==> src/design/ddpd_pkg.sv <==
// Shared types and constants for the differential drive PD velocity block.
// Used by the serial divider, the serial multiplier, the top level and the checker.
`timescale 1ns / 1ps

package ddpd_pkg;

	// configuration port
	localparam int CFG_W = 24;
	localparam int IDX_W = 3;

	localparam logic [IDX_W-1:0] REG_TGT_FWD   = 3'd0;
	localparam logic [IDX_W-1:0] REG_TGT_ROT   = 3'd1;
	localparam logic [IDX_W-1:0] REG_FWD_KP    = 3'd2;
	localparam logic [IDX_W-1:0] REG_FWD_KD    = 3'd3;
	localparam logic [IDX_W-1:0] REG_ROT_KP    = 3'd4;
	localparam logic [IDX_W-1:0] REG_ROT_KD    = 3'd5;
	localparam logic [IDX_W-1:0] REG_PERIOD    = 3'd6;
	localparam logic [IDX_W-1:0] REG_PWM_LIMIT = 3'd7;

	// field widths
	localparam int COUNT_W  = 32;
	localparam int TGT_W    = 24;
	localparam int GAIN_W   = 16;
	localparam int PERIOD_W = 16;
	localparam int LIMIT_W  = 15;
	localparam int DRIVE_W  = 16;

	// reset values of the registers
	localparam logic [GAIN_W-1:0]   FWD_KP_RST  = 16'd3072;
	localparam logic [GAIN_W-1:0]   ROT_KP_RST  = 16'd4096;
	localparam logic [PERIOD_W-1:0] PERIOD_RST  = 16'd10;
	localparam logic [LIMIT_W-1:0]  LIMIT_RST   = 15'd255;

	// arithmetic
	localparam int SPEED_W   = 33;  // sum or difference of two deltas
	localparam int DIVIDEND_W = 42; // |speed| * 1000 < 2^42
	localparam int MCAND_W   = 33;  // error or error change
	localparam int PROD_W    = MCAND_W + 1 + GAIN_W;
	localparam int GAIN_FRAC = 12;

	localparam int DIV_STEPS = DIVIDEND_W;
	localparam int MUL_STEPS = GAIN_W;
	localparam int CNT_W     = 6;

	// control of a serial unit
	typedef struct packed {
		logic load;
		logic step;
	} ddpd_step_t;

	typedef enum logic [3:0] {
		ST_IDLE,
		ST_DELTA,
		ST_ABS,
		ST_TRIPLE,
		ST_SCALE,
		ST_DIV,
		ST_FB,
		ST_ERR,
		ST_DERR,
		ST_MUL,
		ST_SUM,
		ST_ROUND,
		ST_MIX
	} ddpd_state_t;

endpackage

==> src/design/ddpd_sdiv.sv <==
// Restoring divider, one quotient bit per step: unsigned dividend by nonzero divisor.
// Depends on ddpd_pkg for widths and the step control struct.
`timescale 1ns / 1ps

module ddpd_sdiv import ddpd_pkg::*; (
	input  logic                  clk,
	input  ddpd_step_t            ctl,
	input  logic [DIVIDEND_W-1:0] dividend,
	input  logic [PERIOD_W-1:0]   divisor,
	output logic [DIVIDEND_W-1:0] quotient
);

	logic [DIVIDEND_W-1:0] rq_q;   // dividend bits shift out, quotient bits shift in
	logic [PERIOD_W-1:0]   rem_q;
	logic [PERIOD_W-1:0]   dvs_q;
	logic [PERIOD_W:0]     trial;
	logic [PERIOD_W:0]     diff;
	logic                  ge;

	always_comb begin
		trial = {rem_q, rq_q[DIVIDEND_W-1]};
		ge    = trial >= {1'b0, dvs_q};
		diff  = trial - {1'b0, dvs_q};
	end

	always_ff @(posedge clk) begin
		if (ctl.load) begin
			rq_q  <= dividend;
			rem_q <= '0;
			dvs_q <= divisor;
		end else if (ctl.step) begin
			rq_q  <= {rq_q[DIVIDEND_W-2:0], ge};
			rem_q <= ge ? diff[PERIOD_W-1:0] : trial[PERIOD_W-1:0];
		end
	end

	assign quotient = rq_q;

endmodule

==> src/design/ddpd_smul.sv <==
// Shift-add multiplier, one gain bit per step: unsigned gain times signed operand.
// Depends on ddpd_pkg for widths and the step control struct.
`timescale 1ns / 1ps

module ddpd_smul import ddpd_pkg::*; (
	input  logic                     clk,
	input  ddpd_step_t               ctl,
	input  logic [GAIN_W-1:0]        gain,
	input  logic signed [MCAND_W-1:0] mcand,
	output logic signed [PROD_W-1:0]  product
);

	logic signed [MCAND_W-1:0] m_q;
	logic [GAIN_W-1:0]         b_q;
	logic signed [MCAND_W:0]   hi_q;   // upper partial product, |hi| <= |m|
	logic [GAIN_W-1:0]         lo_q;   // finished low bits
	logic signed [MCAND_W:0]   sum;

	always_comb begin
		sum = hi_q + (b_q[0] ? {m_q[MCAND_W-1], m_q} : '0);
	end

	always_ff @(posedge clk) begin
		if (ctl.load) begin
			m_q  <= mcand;
			b_q  <= gain;
			hi_q <= '0;
			lo_q <= '0;
		end else if (ctl.step) begin
			b_q  <= {1'b0, b_q[GAIN_W-1:1]};
			hi_q <= {sum[MCAND_W], sum[MCAND_W:1]};
			lo_q <= {sum[0], lo_q[GAIN_W-1:1]};
		end
	end

	assign product = {hi_q, lo_q};

endmodule

==> src/design/differential_drive_pd_velocity_top.sv <==
// Top level of the differential drive PD velocity controller.
// Depends on ddpd_pkg, ddpd_sdiv and ddpd_smul.
`timescale 1ns / 1ps

// Usage
// Each input item carries the absolute left and right encoder counts of one control
// tick; the block answers each with one item holding the signed left and right drive
// commands and a flag that is set when any value was clipped along the way.
// Both channels use valid/ready. Registers are written through cfg_we, cfg_index and
// cfg_wdata, by the user only while no item is in flight; the block does not check.
// Flow: an accepted item passes the 42-step bit-serial divider that scales the
// speeds by 1000 / period_ms, the 16-step bit-serial gain multipliers, ten add and
// saturate steps and the idle state that takes the item. in_ready returns in the
// cycle the result first shows, so the block takes no new item while one is in
// flight; items are handled one at a time.
// The result sits in an output register; a new item is accepted while it waits.
// When the receiver stalls and a second result is finished, the block holds it in
// its last step and takes no new item until the output register frees.
// Reset sets the registers to their defaults (kp 0.75 forward, 1.0 rotation,
// period 10 ms, limit 255) and clears the stored counts and previous errors.

module differential_drive_pd_velocity_top import ddpd_pkg::*; (
	input  logic                      clk,
	input  logic                      arst_n,
	input  logic                      cfg_we,
	input  logic [IDX_W-1:0]          cfg_index,
	input  logic [CFG_W-1:0]          cfg_wdata,
	input  logic                      in_valid,
	output logic                      in_ready,
	input  logic signed [COUNT_W-1:0] left_count,
	input  logic signed [COUNT_W-1:0] right_count,
	output logic                      out_valid,
	input  logic                      out_ready,
	output logic signed [DRIVE_W-1:0] left_drive,
	output logic signed [DRIVE_W-1:0] right_drive,
	output logic                      saturated
);

	// registers
	logic signed [TGT_W-1:0] tgt_x_q, tgt_w_q;
	logic [GAIN_W-1:0]       kp_x_q, kd_x_q, kp_w_q, kd_w_q;
	logic [PERIOD_W-1:0]     period_q;
	logic [LIMIT_W-1:0]      limit_q;

	// state across ticks
	logic [COUNT_W-1:0]        last_l_q, last_r_q;
	logic signed [COUNT_W-1:0] last_err_x_q, last_err_w_q;

	ddpd_state_t state_q, state_d;
	logic [CNT_W-1:0] cnt_q;
	logic             flag_q;
	logic             accept;
	logic             out_load;
	ddpd_step_t       div_ctl, mul_ctl;

	// datapath
	logic [COUNT_W-1:0]        dl_q, dr_q;
	logic signed [SPEED_W-1:0] spd_x_q, spd_w_q;
	logic                      neg_x_q, neg_w_q;
	logic [SPEED_W-1:0]        mag_x_q, mag_w_q;
	logic [SPEED_W+1:0]        tri_x_q, tri_w_q;
	logic [DIVIDEND_W-1:0]     scl_x, scl_w;
	logic [DIVIDEND_W-1:0]     quo_x, quo_w;
	logic [PERIOD_W-1:0]       divisor;
	logic signed [COUNT_W-1:0] fb_x_q, fb_w_q;
	logic signed [COUNT_W-1:0] fb_x, fb_w;
	logic                      fb_x_sat, fb_w_sat;
	logic signed [SPEED_W-1:0] e_x, e_w;
	logic signed [COUNT_W-1:0] err_x_q, err_w_q;
	logic signed [MCAND_W-1:0] derr_x, derr_w;
	logic signed [PROD_W-1:0]  pkp_x, pkd_x, pkp_w, pkd_w;
	logic signed [PROD_W-1:0]  acc_x_q, acc_w_q;
	logic signed [PROD_W-1:0]  rnd_x, rnd_w;
	logic signed [PROD_W-GAIN_FRAC-1:0] shr_x, shr_w;
	logic                      pd_x_sat, pd_w_sat;
	logic signed [COUNT_W-1:0] pwm_x_q, pwm_w_q;
	logic signed [SPEED_W-1:0] lim, mix_l, mix_r;
	logic signed [SPEED_W-1:0] drv_l, drv_r;
	logic                      clip_l, clip_r;

	logic                      out_valid_q;
	logic signed [DRIVE_W-1:0] left_q, right_q;
	logic                      sat_q;

	// state machine
	always_ff @(posedge clk or negedge arst_n) begin
		if (!arst_n) begin
			state_q <= ST_IDLE;
		end else begin
			state_q <= state_d;
		end
	end

	always_comb begin
		state_d  = state_q;
		in_ready = 1'b0;
		out_load = 1'b0;
		div_ctl  = '0;
		mul_ctl  = '0;
		case (state_q)
			ST_IDLE: begin
				in_ready = 1'b1;
				if (in_valid) begin
					state_d = ST_DELTA;
				end
			end
			ST_DELTA:  state_d = ST_ABS;
			ST_ABS:    state_d = ST_TRIPLE;
			ST_TRIPLE: state_d = ST_SCALE;
			ST_SCALE: begin
				div_ctl.load = 1'b1;
				state_d      = ST_DIV;
			end
			ST_DIV: begin
				div_ctl.step = 1'b1;
				if (cnt_q == CNT_W'(DIV_STEPS - 1)) begin
					state_d = ST_FB;
				end
			end
			ST_FB:  state_d = ST_ERR;
			ST_ERR: state_d = ST_DERR;
			ST_DERR: begin
				mul_ctl.load = 1'b1;
				state_d      = ST_MUL;
			end
			ST_MUL: begin
				mul_ctl.step = 1'b1;
				if (cnt_q == CNT_W'(MUL_STEPS - 1)) begin
					state_d = ST_SUM;
				end
			end
			ST_SUM:   state_d = ST_ROUND;
			ST_ROUND: state_d = ST_MIX;
			ST_MIX: begin
				if (!out_valid_q || out_ready) begin
					out_load = 1'b1;
					state_d  = ST_IDLE;
				end
			end
			default: state_d = ST_IDLE;
		endcase
	end

	assign accept = in_valid && in_ready;

	// control registers, configuration and state kept across ticks
	always_ff @(posedge clk or negedge arst_n) begin
		if (!arst_n) begin
			tgt_x_q      <= '0;
			tgt_w_q      <= '0;
			kp_x_q       <= FWD_KP_RST;
			kd_x_q       <= '0;
			kp_w_q       <= ROT_KP_RST;
			kd_w_q       <= '0;
			period_q     <= PERIOD_RST;
			limit_q      <= LIMIT_RST;
			last_l_q     <= '0;
			last_r_q     <= '0;
			last_err_x_q <= '0;
			last_err_w_q <= '0;
			cnt_q        <= '0;
			flag_q       <= 1'b0;
			out_valid_q  <= 1'b0;
		end else begin
			if (cfg_we) begin
				case (cfg_index)
					REG_TGT_FWD:   tgt_x_q  <= cfg_wdata[TGT_W-1:0];
					REG_TGT_ROT:   tgt_w_q  <= cfg_wdata[TGT_W-1:0];
					REG_FWD_KP:    kp_x_q   <= cfg_wdata[GAIN_W-1:0];
					REG_FWD_KD:    kd_x_q   <= cfg_wdata[GAIN_W-1:0];
					REG_ROT_KP:    kp_w_q   <= cfg_wdata[GAIN_W-1:0];
					REG_ROT_KD:    kd_w_q   <= cfg_wdata[GAIN_W-1:0];
					REG_PERIOD:    period_q <= cfg_wdata[PERIOD_W-1:0];
					REG_PWM_LIMIT: limit_q  <= cfg_wdata[LIMIT_W-1:0];
					default: ;
				endcase
			end

			if (accept) begin
				last_l_q <= left_count;
				last_r_q <= right_count;
			end
			if (state_q == ST_DERR) begin
				last_err_x_q <= err_x_q;
				last_err_w_q <= err_w_q;
			end

			if (state_q == ST_DIV || state_q == ST_MUL) begin
				cnt_q <= cnt_q + 1'b1;
			end else begin
				cnt_q <= '0;
			end

			case (state_q)
				ST_IDLE:  if (accept) flag_q <= 1'b0;
				ST_FB:    flag_q <= flag_q | fb_x_sat | fb_w_sat;
				ST_ERR:   flag_q <= flag_q | (e_x[SPEED_W-1] != e_x[SPEED_W-2])
				                           | (e_w[SPEED_W-1] != e_w[SPEED_W-2]);
				ST_ROUND: flag_q <= flag_q | pd_x_sat | pd_w_sat;
				default: ;
			endcase

			if (out_load) begin
				out_valid_q <= 1'b1;
			end else if (out_ready) begin
				out_valid_q <= 1'b0;
			end
		end
	end

	// speed scaling: |speed| * 1000 = |speed| * 1024 - (|speed| * 3) * 8
	assign scl_x = DIVIDEND_W'({mag_x_q, 10'd0} - {5'd0, tri_x_q, 3'd0});
	assign scl_w = DIVIDEND_W'({mag_w_q, 10'd0} - {5'd0, tri_w_q, 3'd0});
	assign divisor = (period_q == '0) ? PERIOD_W'(1) : period_q;

	ddpd_sdiv u_div_x (
		.clk      (clk),
		.ctl      (div_ctl),
		.dividend (scl_x),
		.divisor  (divisor),
		.quotient (quo_x)
	);

	ddpd_sdiv u_div_w (
		.clk      (clk),
		.ctl      (div_ctl),
		.dividend (scl_w),
		.divisor  (divisor),
		.quotient (quo_w)
	);

	// signed feedback from quotient magnitude, saturated to 32 bits
	always_comb begin
		fb_x_sat = 1'b0;
		fb_x     = -$signed(quo_x[COUNT_W-1:0]);
		if (neg_x_q) begin
			if ((|quo_x[DIVIDEND_W-1:COUNT_W]) ||
			    (quo_x[COUNT_W-1] && (|quo_x[COUNT_W-2:0]))) begin
				fb_x_sat = 1'b1;
				fb_x     = {1'b1, {(COUNT_W-1){1'b0}}};
			end
		end else begin
			fb_x = $signed(quo_x[COUNT_W-1:0]);
			if (|quo_x[DIVIDEND_W-1:COUNT_W-1]) begin
				fb_x_sat = 1'b1;
				fb_x     = {1'b0, {(COUNT_W-1){1'b1}}};
			end
		end

		fb_w_sat = 1'b0;
		fb_w     = -$signed(quo_w[COUNT_W-1:0]);
		if (neg_w_q) begin
			if ((|quo_w[DIVIDEND_W-1:COUNT_W]) ||
			    (quo_w[COUNT_W-1] && (|quo_w[COUNT_W-2:0]))) begin
				fb_w_sat = 1'b1;
				fb_w     = {1'b1, {(COUNT_W-1){1'b0}}};
			end
		end else begin
			fb_w = $signed(quo_w[COUNT_W-1:0]);
			if (|quo_w[DIVIDEND_W-1:COUNT_W-1]) begin
				fb_w_sat = 1'b1;
				fb_w     = {1'b0, {(COUNT_W-1){1'b1}}};
			end
		end
	end

	// error against target
	assign e_x = {{(SPEED_W-TGT_W){tgt_x_q[TGT_W-1]}}, tgt_x_q} - {fb_x_q[COUNT_W-1], fb_x_q};
	assign e_w = {{(SPEED_W-TGT_W){tgt_w_q[TGT_W-1]}}, tgt_w_q} - {fb_w_q[COUNT_W-1], fb_w_q};

	assign derr_x = {err_x_q[COUNT_W-1], err_x_q} - {last_err_x_q[COUNT_W-1], last_err_x_q};
	assign derr_w = {err_w_q[COUNT_W-1], err_w_q} - {last_err_w_q[COUNT_W-1], last_err_w_q};

	ddpd_smul u_mul_kp_x (
		.clk     (clk),
		.ctl     (mul_ctl),
		.gain    (kp_x_q),
		.mcand   ({err_x_q[COUNT_W-1], err_x_q}),
		.product (pkp_x)
	);

	ddpd_smul u_mul_kd_x (
		.clk     (clk),
		.ctl     (mul_ctl),
		.gain    (kd_x_q),
		.mcand   (derr_x),
		.product (pkd_x)
	);

	ddpd_smul u_mul_kp_w (
		.clk     (clk),
		.ctl     (mul_ctl),
		.gain    (kp_w_q),
		.mcand   ({err_w_q[COUNT_W-1], err_w_q}),
		.product (pkp_w)
	);

	ddpd_smul u_mul_kd_w (
		.clk     (clk),
		.ctl     (mul_ctl),
		.gain    (kd_w_q),
		.mcand   (derr_w),
		.product (pkd_w)
	);

	// divide by 4096 toward zero, then saturate
	always_comb begin
		rnd_x = acc_x_q + (acc_x_q[PROD_W-1] ? PROD_W'((1 << GAIN_FRAC) - 1) : '0);
		rnd_w = acc_w_q + (acc_w_q[PROD_W-1] ? PROD_W'((1 << GAIN_FRAC) - 1) : '0);
		shr_x = rnd_x[PROD_W-1:GAIN_FRAC];
		shr_w = rnd_w[PROD_W-1:GAIN_FRAC];
		pd_x_sat = !((&shr_x[PROD_W-GAIN_FRAC-1:COUNT_W-1]) ||
		             !(|shr_x[PROD_W-GAIN_FRAC-1:COUNT_W-1]));
		pd_w_sat = !((&shr_w[PROD_W-GAIN_FRAC-1:COUNT_W-1]) ||
		             !(|shr_w[PROD_W-GAIN_FRAC-1:COUNT_W-1]));
	end

	// wheel mixing and clipping
	always_comb begin
		lim   = $signed({{(SPEED_W-LIMIT_W){1'b0}}, limit_q});
		mix_l = {pwm_x_q[COUNT_W-1], pwm_x_q} - {pwm_w_q[COUNT_W-1], pwm_w_q};
		mix_r = {pwm_x_q[COUNT_W-1], pwm_x_q} + {pwm_w_q[COUNT_W-1], pwm_w_q};
		drv_l  = mix_l;
		clip_l = 1'b0;
		if (mix_l > lim) begin
			drv_l  = lim;
			clip_l = 1'b1;
		end else if (mix_l < -lim) begin
			drv_l  = -lim;
			clip_l = 1'b1;
		end
		drv_r  = mix_r;
		clip_r = 1'b0;
		if (mix_r > lim) begin
			drv_r  = lim;
			clip_r = 1'b1;
		end else if (mix_r < -lim) begin
			drv_r  = -lim;
			clip_r = 1'b1;
		end
	end

	// datapath registers
	always_ff @(posedge clk) begin
		case (state_q)
			ST_IDLE: begin
				dl_q <= left_count - last_l_q;
				dr_q <= right_count - last_r_q;
			end
			ST_DELTA: begin
				spd_x_q <= {dr_q[COUNT_W-1], dr_q} + {dl_q[COUNT_W-1], dl_q};
				spd_w_q <= {dr_q[COUNT_W-1], dr_q} - {dl_q[COUNT_W-1], dl_q};
			end
			ST_ABS: begin
				neg_x_q <= spd_x_q[SPEED_W-1];
				neg_w_q <= spd_w_q[SPEED_W-1];
				mag_x_q <= spd_x_q[SPEED_W-1] ? -spd_x_q : spd_x_q;
				mag_w_q <= spd_w_q[SPEED_W-1] ? -spd_w_q : spd_w_q;
			end
			ST_TRIPLE: begin
				tri_x_q <= {2'b0, mag_x_q} + {1'b0, mag_x_q, 1'b0};
				tri_w_q <= {2'b0, mag_w_q} + {1'b0, mag_w_q, 1'b0};
			end
			ST_FB: begin
				fb_x_q <= fb_x;
				fb_w_q <= fb_w;
			end
			ST_ERR: begin
				if (e_x[SPEED_W-1] != e_x[SPEED_W-2]) begin
					err_x_q <= e_x[SPEED_W-1] ? {1'b1, {(COUNT_W-1){1'b0}}}
					                          : {1'b0, {(COUNT_W-1){1'b1}}};
				end else begin
					err_x_q <= e_x[COUNT_W-1:0];
				end
				if (e_w[SPEED_W-1] != e_w[SPEED_W-2]) begin
					err_w_q <= e_w[SPEED_W-1] ? {1'b1, {(COUNT_W-1){1'b0}}}
					                          : {1'b0, {(COUNT_W-1){1'b1}}};
				end else begin
					err_w_q <= e_w[COUNT_W-1:0];
				end
			end
			ST_SUM: begin
				acc_x_q <= pkp_x + pkd_x;
				acc_w_q <= pkp_w + pkd_w;
			end
			ST_ROUND: begin
				if (pd_x_sat) begin
					pwm_x_q <= shr_x[PROD_W-GAIN_FRAC-1] ? {1'b1, {(COUNT_W-1){1'b0}}}
					                                      : {1'b0, {(COUNT_W-1){1'b1}}};
				end else begin
					pwm_x_q <= shr_x[COUNT_W-1:0];
				end
				if (pd_w_sat) begin
					pwm_w_q <= shr_w[PROD_W-GAIN_FRAC-1] ? {1'b1, {(COUNT_W-1){1'b0}}}
					                                      : {1'b0, {(COUNT_W-1){1'b1}}};
				end else begin
					pwm_w_q <= shr_w[COUNT_W-1:0];
				end
			end
			default: ;
		endcase

		if (out_load) begin
			left_q  <= drv_l[DRIVE_W-1:0];
			right_q <= drv_r[DRIVE_W-1:0];
			sat_q   <= flag_q | clip_l | clip_r;
		end
	end

	assign out_valid   = out_valid_q;
	assign left_drive  = left_q;
	assign right_drive = right_q;
	assign saturated   = sat_q;

endmodule

==> config.mk <==
export PLATFORM = sky130hd
export DESIGN_NAME = differential_drive_pd_velocity_top
export DESIGN_NICKNAME = d
export VERILOG_FILES = /design/src/design/ddpd_pkg.sv /design/src/design/ddpd_sdiv.sv /design/src/design/ddpd_smul.sv /design/src/design/differential_drive_pd_velocity_top.sv
export SDC_FILE = /design/constraint.sdc
export NUM_CORES = 2
export LEC_CHECK = 0
export CORE_UTILIZATION = 42
export CTS_BUF_LIST = sky130_fd_sc_hd__clkbuf_16
export DETAILED_ROUTE_END_ITERATION = 12
export DONT_BUFFER_PORTS = 1
export GPL_TIMING_DRIVEN = 0
export HOLD_SLACK_MARGIN = 0.03
export PLACE_DENSITY = 0.57
export SETUP_SLACK_MARGIN = 0.4
export SYNTH_ARGS = -nofsm -noshare
export SYNTH_HDL_FRONTEND = slang
export SYNTH_SLANG_ARGS = --single-unit
==> constraint.sdc <==
create_clock -name clk -period 10.57 [get_ports clk]
set_input_delay 2.114 -clock clk [delete_from_list [all_inputs] [get_ports clk]]
set_output_delay 2.114 -clock clk [all_outputs]
set_load 0.03 [all_outputs]
==> results.md <==
- CTS clk-pin slew, worst paths: 0.06 ns
- Std-Cell Rows: 170
- Worst Path Max Fanout: 10
- Clk sinks: 1395
- Pins over their slew limit: 0
- Final setup viols: 0
- Yosys cell types: 91
- Tightest hold margin: 0.466 ns
- Syn Area/Cell: 9.69 um2
- Most used DFF post-synth: edfxtp_1
- Worst EP arrival: 7.77 ns
- Final period utilization: 68.5%
- Starting Density: 42.3%
- Total Nets Final: 10500
- Core Region: 215000 um2
- DR vias: 68400
- Max IR drop VDD: 0.000187 V
- Leading area contributor after synthesis: edfxtp_1
- Total of max-cap violations: 0
- Met1 Use GR: 25.0%
- Final hold violation count: 0
- Antenna Violating Nets Remaining: 0
- Async SR Flop Fraction: 20.3%
- Met2 track demand over resource: 39.9%
- Synthesized cell area: 90700 um2
- Status: completed
- Total track usage: 21.6%
- Slew @ Worst Pin: 1.43 ns
- Ys Warns: 0
- Top delay family on crit path: compound AO/OA/AOI/OAI gates
- CTS tree: yes
- Total I/O pin count: 131
- CP bufs+invs: 4
- Crit path kind: flip-flop to flip-flop
- Setup slack after layout: 3.33 ns
- Area Overhead vs Synth: 10.7%
- Hold_buf cts: 0
- CP Capture Type: flip-flop
- Total Wirelength: 240000 um
- TritonCTS buffer count: 165
- Worst relative slew slack: 4.73%
- Number of synthesized flops with an enable pin: 884
- Global route overflow: 0
- First-pass GRT wire length: 372000 um
- Fmax: 138 MHz
- Synthesized net count: 10300
- GR peak layer: met2
- Die Footprint: 218000 um2
- DRT Pass-1 Iters: 6
- Most frequent cells in the layout: edfxtp_1, ha_1, nand2_1, a21oi_1, o21ai_0
- Min Clock Period, post-route: 7.24 ns
- Register area share after synthesis: 42.1%
- Synth area leaders: edfxtp_1, ha_1, dfrtp_1, dfxtp_1, xnor2_1
- Cell count after synthesis: 9356
- PwrDens: 200 nW/um2
- Routed length per placed instance: 19.1 um
- #FFs+latches synth: 1395
- DRT iter0 DRCs: 4003
- Crit-path max cell delay: 0.70 ns
- Pre-CTS setup slack: 3.33 ns
- Maximum buffer depth of the clock tree: 3
- Clock root cell: clkbuf_16
- Gp weighted congestion: 0.910
- Vias in the first global route: 67300
- Leakage Power: 41.9 nW
- CP cell instances: inv_1 -> ha_1 -> clkbuf_1 -> inv_1 -> a211o_1 -> a221o_1 -> o21ai_0 -> o211ai_1 -> a31oi_1 -> a211oi_1 -> a221o_1 -> xnor2_1 -> ha_1 -> a21o_1 -> a211o_1 -> a311oi_1 -> a21oi_1 -> o211ai_1 -> nand2_1 -> nor2_1 -> clkbuf_1 -> mux2i_1 -> o22ai_1
- Most common cell after layout, fill and taps aside: edfxtp_1
- Post-CTS resize count: 0
- Slowest library cell on the worst path: nor2_1
- Yosys top cell area share: 29.3%
- Grt met3 use: 2.47%
- Post-CTS Setup Bufs: 0
- Largest net degree at the start of global routing: 284
- Vias per std cell: 5.44
- Clk_skew: 0.0293 ns
- CP required: 11.10 ns
- Crit start category: flip-flop
- Clock latency on the worst-skew pair: 0.81 ns
- Initial antenna violation count: 16
- Die Ht: 467 um
- Port Buffer Count: 0
- H-tree depth: 4
- Hold Path Class: flip-flop to flip-flop
- Share of layout cells above drive strength 1: 6.58%
- Setup TNS: 0 ns
- Die X: 467 um
- RSZ-0062 raised after global routing: no
- Drc violations: 0
- HPWL after DPL: 191000 um
==> sequential cells by signal, indices dropped and copies added, names as in the netlist, 33 cells and up <==
register	cells
tri_x_q	35
u_mul_kd_x.hi_q	33
mag_x_q	33
u_div_x.quotient	42
acc_w_q	50
u_mul_kp_w.hi_q	33
acc_x_q	50
u_mul_kd_w.m_q	33
u_div_w.quotient	42
u_mul_kp_x.hi_q	33
spd_x_q	33
u_mul_kd_w.hi_q	33
u_mul_kd_x.m_q	33
tri_w_q	34
==> layout make-up <==
class,count,area (um2)
Fill cell,20200,114000
Multi-Input combinational cell,6992,48900
Sequential cell,1395,38200
Clock buffer,171,4280
Tap cell,2838,3550
Inverter,653,2450
Buffer,316,1200
Clock inverter,139,1140
Timing Repair Buffer,47,588
Antenna cell,20,50.0
==> worst reg2reg max path, stage by stage (launching register included) <==
cell,delay (ns)
edfxtp_1,0.51
inv_1,0.08
ha_1,0.27
clkbuf_1,0.26
inv_1,0.19
a211o_1,0.33
a221o_1,0.34
o21ai_0,0.34
o211ai_1,0.20
a31oi_1,0.40
a211oi_1,0.20
a221o_1,0.42
xnor2_1,0.16
ha_1,0.32
a21o_1,0.16
a211o_1,0.30
a311oi_1,0.24
a21oi_1,0.16
o211ai_1,0.13
nand2_1,0.32
nor2_1,0.71
clkbuf_1,0.55
mux2i_1,0.27
o22ai_1,0.10
==> synthesized netlist by cell type (171+ instances only) <==
cell      number
edfxtp_1     884
ha_1         836
a21o_1       289
dfrtp_1      270
a21oi_1      782
nor3_1       198
dfxtp_1      228
o21ai_0      689
nor2_1       495
mux2_2       202
clkbuf_1     294
xor2_1       222
and2_1       171
inv_1        653
nand2_1      807
xnor2_1      510
==> where the power goes <==
part / internal (mW) / switching, mW
Clock: 3.27 / 2.39
Sequential: 6.78 / 0.536
Combinational: 3.18 / 3.97
==> worst paths after layout <==
path                                 endpoint          startpoint  cells past startpoint  slack, ns
max in group asynchronous         limit_q[12]              arst_n                      0       8.56
max reg2reg                   right_drive[11]          pwm_w_q[9]                     23       3.33
min                        u_mul_kp_w.lo_q[0]  u_mul_kp_w.lo_q[0]                      2       0.47
min in group asynchronous        last_l_q[31]              arst_n                      0       1.01
min reg2reg                u_mul_kp_w.lo_q[0]  u_mul_kp_w.lo_q[0]                      2       0.47
max                           right_drive[11]          pwm_w_q[9]                     23       3.33
==> through the flow <==
step	instance area (um2)	std cells	utilization [%]	total power, mW
2_1_floorplan	90700	9356	-	12.9
3_3_place_gp	94200	12200	43.9	14.3
3_5_place_dp	94900	12200	44.2	14.5
4_1_cts	100000	12600	46.8	20.2
5_1_grt	100000	12600	46.8	21.4
6_report	100000	12600	46.8	20.1
==> layer usage <==
layer  vias to the layer above  part of all wire (%)
met3                       412                   3.4
met4                         0                   4.6
met2                      1313                    51
met5                         -                     0
met1                     32200                    41
li1                      34400                     -
==> cell families after synthesis <==
kind of cell	after synthesis	synth area share, %
AOI/OAI and AO/OA	2617	18.0
xor gates and xnor gates	732	7.07
adders and majority gates	874	12.2
buffers and inverters	969	4.02
DFF	1395	42.1
muxes	249	3.03
and+or+nand+nor	2520	13.6
(Power assumes the default switching activity.)
